===== config.mk =====
export PLATFORM = sky130hd
export DESIGN_NAME = video_vertical_timing_sequencer
export DESIGN_NICKNAME = d
export VERILOG_FILES = /design/src/hw/rtl/vvts_pkg.sv /design/src/hw/rtl/video_vertical_timing_sequencer.sv
export SDC_FILE = /design/constraint.sdc
export NUM_CORES = 1
export LEC_CHECK = 0
export BUFFER_PORTS_ARGS = -buffer_cell sky130_fd_sc_hd__buf_4
export CAP_MARGIN = 30
export CORE_MARGIN = 2
export CORE_UTILIZATION = 50
export CTS_CLUSTER_SIZE = 12
export DETAILED_ROUTE_END_ITERATION = 8
export GPL_TIMING_DRIVEN = 1
export PLACE_DENSITY = 0.67
export SYNTH_ARGS = -nofsm -noshare
export SYNTH_HDL_FRONTEND = slang
export SYNTH_SLANG_ARGS = --single-unit

===== constraint.sdc =====
create_clock -name clk -period 9.9 [get_ports clk]
set_clock_uncertainty 0.15 [all_clocks]
set_input_delay 0.495 -clock clk [delete_from_list [all_inputs] [get_ports clk]]
set_output_delay 0.495 -clock clk [all_outputs]
set_load 0.01 [all_outputs]

===== src/hw/rtl/vvts_pkg.sv =====
package vvts_pkg;

  // Frame phases, one-hot coded.
  typedef enum logic [5:0] {
    PH_START = 6'b000001,
    PH_SYNC  = 6'b000010,
    PH_BACK  = 6'b000100,
    PH_DISP  = 6'b001000,
    PH_BLANK = 6'b010000,
    PH_FRONT = 6'b100000
  } phase_t;

  // Configuration register indexes.
  localparam logic [2:0] REG_TOTAL_LINES  = 3'd0;
  localparam logic [2:0] REG_SYNC_LINES   = 3'd1;
  localparam logic [2:0] REG_FRONT_PORCH  = 3'd2;
  localparam logic [2:0] REG_BACK_PORCH   = 3'd3;
  localparam logic [2:0] REG_TEXT_ROWS    = 3'd4;
  localparam logic [2:0] REG_LINE_DOUBLER = 3'd5;

  localparam int unsigned CFG_DATA_W = 11;

  localparam logic [7:0] BCD_LAST      = 8'h59;
  localparam logic [3:0] BCD_DIGIT_MAX = 4'h9;
  localparam logic [7:0] BCD_CARRY_ADD = 8'h07;
  localparam logic [7:0] LED_FRAMES    = 8'h04;

  // Next value of a two-digit BCD counter that wraps from 59 to 00.
  function automatic logic [7:0] bcd_next(input logic [7:0] v);
    logic [7:0] r;
    if (v[3:0] == BCD_DIGIT_MAX) begin
      r = (v == BCD_LAST) ? 8'h00 : v + BCD_CARRY_ADD;
    end else begin
      r = v + 8'h01;
    end
    return r;
  endfunction

endpackage


===== src/hw/rtl/video_vertical_timing_sequencer.sv =====
// The result of an accepted line tick is in the output register on the next clock edge.
// Throughput: one item per clock cycle, held back only while the output register is
// full and the receiver stalls.
// Reset (synchronous, active high) clears the output register, returns the sequencer to
// frame start with vsync high and the LED off, and loads the default video geometry.
module video_vertical_timing_sequencer
  import vvts_pkg::*;
(
  input  logic                  clk,
  input  logic                  rst,
  // Configuration write port.
  input  logic                  cfg_write_enable,
  input  logic [2:0]            cfg_index,
  input  logic [CFG_DATA_W-1:0] cfg_data,
  // Line tick input channel.
  input  logic                  in_valid,
  output logic                  in_stall,
  input  logic [3:0]            switch_value,
  // Result channel.
  output logic                  out_valid,
  input  logic                  out_stall,
  output logic                  vsync_level,
  output logic                  display_active,
  output logic [6:0]            text_row,
  output logic [2:0]            font_row,
  output logic [6:0]            frame_bcd,
  output logic                  led_on,
  output logic                  mode_changed
);

  // The programmed registers. They take effect only when the geometry is latched, which
  // happens on the first tick after reset and on every restart caused by a mode change.
  logic [10:0] cfg_total;
  logic [7:0]  cfg_sync;
  logic [7:0]  cfg_front;
  logic [7:0]  cfg_back;
  logic [5:0]  cfg_rows;
  logic        cfg_dbl;

  always_ff @(posedge clk) begin
    if (rst) begin
      cfg_total <= 11'd525;
      cfg_sync  <= 8'd2;
      cfg_front <= 8'd10;
      cfg_back  <= 8'd33;
      cfg_rows  <= 6'd30;
      cfg_dbl   <= 1'b1;
    end else if (cfg_write_enable) begin
      unique case (cfg_index)
        REG_TOTAL_LINES:  cfg_total <= cfg_data;
        REG_SYNC_LINES:   cfg_sync  <= cfg_data[7:0];
        REG_FRONT_PORCH:  cfg_front <= cfg_data[7:0];
        REG_BACK_PORCH:   cfg_back  <= cfg_data[7:0];
        REG_TEXT_ROWS:    cfg_rows  <= cfg_data[5:0];
        REG_LINE_DOUBLER: cfg_dbl   <= cfg_data[0];
        default: ;
      endcase
    end
  end

  // Geometry derived from the programmed registers. The visible line count is the total
  // less sync and both porches, floored at zero. The display count is the smaller of the
  // visible lines and the text height in lines; the rest of the visible lines are blank.
  logic [9:0]  porch_sum;
  logic [10:0] vis_lines;
  logic [9:0]  text_lines;
  logic [9:0]  new_disp;
  logic [10:0] new_blank;

  always_comb begin
    porch_sum  = {2'b00, cfg_sync} + {2'b00, cfg_front} + {2'b00, cfg_back};
    vis_lines  = ({1'b0, porch_sum} >= cfg_total) ? 11'd0 : cfg_total - {1'b0, porch_sum};
    text_lines = cfg_dbl ? {cfg_rows, 4'b0000} : {1'b0, cfg_rows, 3'b000};
    new_disp   = (vis_lines < {1'b0, text_lines}) ? vis_lines[9:0] : text_lines;
    new_blank  = vis_lines - {1'b0, new_disp};
  end

  // Latched working geometry.
  logic [7:0]  geo_sync;
  logic [7:0]  geo_front;
  logic [7:0]  geo_back;
  logic        geo_dbl;
  logic [9:0]  geo_disp;
  logic [10:0] geo_blank;

  // Sequencer state.
  phase_t      phase;
  logic [10:0] lines_left;
  logic [7:0]  frame_count;
  logic [3:0]  last_switch;
  logic        led_state;
  logic        vsync_state;
  logic        primed;

  phase_t      phase_next;
  logic [10:0] lines_left_next;
  logic [7:0]  frame_count_next;
  logic [3:0]  last_switch_next;
  logic        led_state_next;
  logic        vsync_state_next;

  // Geometry seen by this tick: the first tick after reset latches and uses it at once.
  logic [7:0]  use_sync;
  logic [7:0]  use_front;
  logic [7:0]  use_back;
  logic        use_dbl;
  logic [9:0]  use_disp;
  logic [10:0] use_blank;
  logic [3:0]  use_last;

  logic        latch;
  logic        last_line;
  logic [10:0] disp_line;
  logic [9:0]  pix_line;
  logic        act;
  logic [6:0]  trow;
  logic [2:0]  frow;
  logic        changed;

  logic        accept;

  assign accept   = in_valid && !in_stall;
  assign in_stall = out_valid && out_stall;

  always_comb begin
    use_sync  = primed ? geo_sync  : cfg_sync;
    use_front = primed ? geo_front : cfg_front;
    use_back  = primed ? geo_back  : cfg_back;
    use_dbl   = primed ? geo_dbl   : cfg_dbl;
    use_disp  = primed ? geo_disp  : new_disp;
    use_blank = primed ? geo_blank : new_blank;
    use_last  = primed ? last_switch : switch_value;

    latch            = !primed;
    phase_next       = phase;
    lines_left_next  = lines_left - 11'd1;
    frame_count_next = frame_count;
    last_switch_next = use_last;
    led_state_next   = led_state;
    vsync_state_next = vsync_state;
    act              = 1'b0;
    trow             = 7'd0;
    frow             = 3'd0;
    changed          = 1'b0;

    // A phase ends on a tick where at most one line is left, so counts of zero or one
    // both give a single line.
    last_line = (lines_left <= 11'd1);
    disp_line = {1'b0, use_disp} - lines_left;
    pix_line  = use_dbl ? disp_line[10:1] : disp_line[9:0];

    unique case (phase)
      PH_SYNC: begin
        if (last_line) begin
          vsync_state_next = 1'b0;
          phase_next       = PH_BACK;
          lines_left_next  = {3'b000, use_back};
        end
      end
      PH_BACK: begin
        if (last_line) begin
          phase_next      = PH_DISP;
          lines_left_next = {1'b0, use_disp};
        end
      end
      PH_DISP: begin
        act  = 1'b1;
        trow = pix_line[9:3];
        frow = pix_line[2:0];
        if (last_line) begin
          if (use_blank != 11'd0) begin
            phase_next      = PH_BLANK;
            lines_left_next = use_blank;
          end else begin
            phase_next      = PH_FRONT;
            lines_left_next = {3'b000, use_front};
          end
        end
      end
      PH_BLANK: begin
        if (last_line) begin
          phase_next      = PH_FRONT;
          lines_left_next = {3'b000, use_front};
        end
      end
      PH_FRONT: begin
        if (last_line) begin
          frame_count_next = bcd_next(frame_count);
          phase_next       = PH_START;
          lines_left_next  = lines_left;
          // A switch change at frame end restarts with freshly latched geometry.
          if (switch_value != use_last) begin
            last_switch_next = switch_value;
            changed          = 1'b1;
            latch            = 1'b1;
            frame_count_next = 8'h00;
            lines_left_next  = 11'd0;
          end
        end
      end
      default: begin
        // Frame start; any code that is not a phase also lands here.
        vsync_state_next = 1'b1;
        led_state_next   = (frame_count < LED_FRAMES);
        lines_left_next  = {3'b000, use_sync};
        phase_next       = PH_SYNC;
      end
    endcase
  end

  always_ff @(posedge clk) begin
    if (rst) begin
      phase       <= PH_START;
      lines_left  <= 11'd0;
      frame_count <= 8'h00;
      last_switch <= 4'd0;
      led_state   <= 1'b0;
      vsync_state <= 1'b1;
      primed      <= 1'b0;
    end else if (accept) begin
      phase       <= phase_next;
      lines_left  <= lines_left_next;
      frame_count <= frame_count_next;
      last_switch <= last_switch_next;
      led_state   <= led_state_next;
      vsync_state <= vsync_state_next;
      primed      <= 1'b1;
    end
  end

  // Geometry is latched from the programmed registers; it needs no reset because the
  // first accepted tick always loads it.
  always_ff @(posedge clk) begin
    if (accept && latch) begin
      geo_sync  <= cfg_sync;
      geo_front <= cfg_front;
      geo_back  <= cfg_back;
      geo_dbl   <= cfg_dbl;
      geo_disp  <= new_disp;
      geo_blank <= new_blank;
    end
  end

  // Output register. A new item is taken whenever the register is empty or its item is
  // being taken in the same cycle.
  always_ff @(posedge clk) begin
    if (rst) begin
      out_valid <= 1'b0;
    end else if (accept) begin
      out_valid <= 1'b1;
    end else if (!out_stall) begin
      out_valid <= 1'b0;
    end
  end

  always_ff @(posedge clk) begin
    if (accept) begin
      vsync_level    <= vsync_state_next;
      display_active <= act;
      text_row       <= trow;
      font_row       <= frow;
      frame_bcd      <= frame_count_next[6:0];
      led_on         <= led_state_next;
      mode_changed   <= changed;
    end
  end

  // A restart always clears the frame counter.
  assert property (@(posedge clk) disable iff (rst)
    out_valid && mode_changed |-> frame_bcd == 7'd0)
    else $error("restart item without cleared frame counter");

  // Display lines lie between the end of sync and the next frame start.
  assert property (@(posedge clk) disable iff (rst)
    out_valid && display_active |-> !vsync_level)
    else $error("display line during vertical sync");

  // Every accepted tick yields a result in the next cycle.
  assert property (@(posedge clk) disable iff (rst)
    accept |=> out_valid)
    else $error("accepted item produced no result");

  // The frame counter stays a valid BCD value.
  assert property (@(posedge clk) disable iff (rst)
    frame_count[3:0] <= BCD_DIGIT_MAX && frame_count <= BCD_LAST)
    else $error("frame counter left BCD range");

endmodule


==> flow_metrics.tcl <==
set metrics [dict create \
    nNetsFinal 1121 \
    dr.pass1.iters 5 \
    antenna_left 0 \
    cts_resized 0 \
    start_util_pct 50.7 \
    grt_max_degree 65 \
    power_uw 2130 \
    hold_viol_final 0 \
    via_count 7736 \
    drt_wl_total_mm 24.2 \
    ys_seq_area_share_pct 38.8 \
    cts_buffers 17 \
    synth.distinct_cells 85 \
    worstMarginPinSlew_ps 935 \
    cp_top_family "compound AO/OA/AOI/OAI gates" \
    port_buffers 45 \
    hp-class "in2reg" \
    swShare_pct 36.1 \
    grt_setup_unrepaired "false" \
    crit_path_start "cfg_back[1]" \
    crit_required_ps 10090 \
    antenna_found_initial 0 \
    cts_setup_buffers 0 \
    p_leak_uw 0.00395 \
    routedWlPerCell_um 18.8 \
    track_usage_pct 25.5 \
    setup_violations 0 \
    ir_drop_v 0.000148 \
    start_kind "flip-flop" \
    rr_startpoint "cfg_back[1]" \
    slew_headroom_pct 37.2 \
    fin_crit_sh_pct 91.8 \
    cp.arrival_ps 9280 \
    clk_latency_ps 430 \
    core-area_sq_um 17800 \
    die_h_um 138 \
    clk_pin_slew_ps 60 \
    drc_errors 0 \
    worstHoldStart "cfg_data[9]" \
    die-area_sq_um 19200 \
    synthToLayoutAreaGrowth_pct 12.7 \
    cts_root_buffer "clkbuf_16" \
    setup_tns_ps 0 \
    io_pins 46 \
    met1_length_mm 10.5 \
    drive_gt1_share_pct 13.1 \
    cts_buffer_depth 2 \
    crit_slowest_cell "nor4_4" \
    combPwrFrac_pct 34.5 \
    power_frac_seq_pct 33.2 \
    ys_dominant_reg_cell "dfxtp_1" \
    drt-initial-drc-count 769 \
    dr_wl_met2_mm 11.4 \
    status "finished clean" \
    hpwl_mm 17.7 \
    synth_warnings 0 \
    path_class "reg2reg" \
    p_int_uw 1360 \
    dr.max_layer_used "met4" \
    grt_pass1_wl_mm 38.9 \
    avgSynthCellArea_sq_um 8.90 \
    grt_pass1_vias 7164 \
    fmaxAchievable_mhz 110 \
    fin_ws_ps 812 \
    synth_fp_nets 1095 \
    holdWs_ps 123 \
    synth_seq_cells 142 \
    wl_met3_mm 1.45 \
    antennaDiodeCount 0 \
    clkSinkCount 142 \
    vias_per_cell 6.02 \
    syn_area_sq_um 9040 \
    p_sw_uw 770 \
    synth_edf_count 67 \
    p_clk_share_pct 32.3 \
    power_density_nw_per_um2 209 \
    place_congestion 0.952 \
    crit_path_end_kind "flip-flop" \
    path_max_fanout 21 \
    die_width_um 138 \
    cts_tree "done" \
    async_reset_ff_share_pct 0 \
    drv_cap 0 \
    syn_inst 1016 \
    cpPeakStageDelay_ps 580 \
    htree_levels 4 \
    pre_cts_slack_ps 977 \
    fin_crit_ps 9090 \
    core.rowCount 49 \
    path_buf_inv 4 \
    grt.overflow.total 0 \
    postCtsHoldBufs 0 \
    maxSlewViolCount 0 \
]
path summary, 6_finish.rpt:
path / endpoint / slack [ps] / cells past startpoint
min: cfg_total[9] / 120 / 3
max: lines_left[4] / 810 / 35
min reg2reg: geo_sync[1] / 280 / 0
max reg2reg: lines_left[4] / 810 / 35
power groups by stage:
stage / sequential, uW / clock, uW / combinational (uW)
after global placement: 720 / 0 / 709
after floorplan: 711 / 0 / 551
final: 708 / 689 / 735
after global routing: 712 / 720 / 814
after CTS: 708 / 694 / 722
after detailed placement: 720 / 0 / 718
synth_stat cells (4+ instances only):
| master | number | area [sq um] |
|---|---|---|
| nor3_1 | 28 | 140 |
| o21a_1 | 6 | 45.0 |
| a221oi_1 | 4 | 35.0 |
| and2_1 | 4 | 25.0 |
| edfxtp_1 | 67 | 2010 |
| dfxtp_1 | 75 | 1500 |
| o221ai_1 | 4 | 35.0 |
| inv_1 | 56 | 210 |
| a31oi_1 | 12 | 75.1 |
| nand2_1 | 146 | 548 |
| mux2i_1 | 33 | 330 |
| mux2_2 | 18 | 203 |
| a21o_1 | 11 | 82.6 |
| nor2_1 | 78 | 293 |
| nand2b_1 | 7 | 43.8 |
| nor2b_1 | 9 | 56.3 |
| a211oi_1 | 9 | 67.6 |
| o22ai_1 | 5 | 31.3 |
| o21bai_1 | 5 | 37.5 |
| xor2_1 | 14 | 123 |
| o21ai_0 | 42 | 210 |
| clkbuf_1 | 32 | 120 |
| and3_1 | 5 | 31.3 |
| o41ai_1 | 5 | 43.8 |
| o31ai_1 | 6 | 45.0 |
| ha_1 | 45 | 563 |
| buf_1 | 10 | 37.5 |
| xnor2_1 | 22 | 193 |
| or3_1 | 9 | 56.3 |
| a21boi_0 | 6 | 45.0 |
| nand3b_1 | 4 | 30.0 |
| a22oi_1 | 6 | 45.0 |
| a21oi_1 | 87 | 435 |
| fa_1 | 11 | 220 |
| o211ai_1 | 18 | 135 |
| nor4_1 | 7 | 43.8 |
| nand3_1 | 32 | 160 |
| nand4_1 | 4 | 25.0 |
metal layers:
metal	track usage [%]	up-vias
met5	0	-
li1	-	3751
met2	41.3	286
met4	10.3	0
met1	34.8	3643
met3	3.46	56
flip-flops by register name, indices dropped and copies added (netlist names), 3 cells and up:
register / flops
cfg_back: 8
cfg_front: 8
cfg_rows: 6
cfg_sync: 8
cfg_total: 11
font_row: 3
frame_bcd: 7
frame_count: 8
geo_back: 8
geo_blank: 11
geo_disp: 10
geo_front: 8
geo_sync: 8
last_switch: 4
lines_left: 11
phase: 6
text_row: 7
per-stage QoR:
stage	instance area, sq um	cells	utilization [%]
floorplan	9040	1016	-
global placement	9540	1250	53.5
detailed placement	9570	1252	53.6
CTS	10200	1284	57.1
global route	10200	1284	57.1
finish	10200	1284	57.1
placed cells by master (no fill, tap or decap), types with 28 or more instances in the layout:
cell      netlist  final
dfxtp_1        75     74
mux2i_1        33     33
nor3_1         28     28
buf_4           0     53
ha_1           45     45
edfxtp_1       67     67
inv_1          56     55
nand2_1       146    146
o21ai_0        42     42
nand3_1        32     32
nor2_1         78     78
a21oi_1        87     87
kinds of logic after synthesis:
family	Yosys count	share of synthesized area, %
flops	142	38.8
fa+ha+maj	56	8.66
xor+xnor	36	3.49
simple gates	354	18.4
mux	51	5.89
compound gates	271	20.1
buf+inv	106	4.61
cell type report:
cell class	count	area [sq um]
Clock inverter	15	200
Clock buffer	17	425
Tap cell	229	287
Multi-Input combinational cell	768	5130
Inverter	59	221
Fill cell	1620	7650
Timing Repair Buffer	54	418
Sequential cell	142	3510
worst min-delay path, cell delays in order:
cell and delay (ps):
buf_4 80, nand2_1 40, nand3_1 60
No activity file was read; power rests on OpenSTA's default activity.
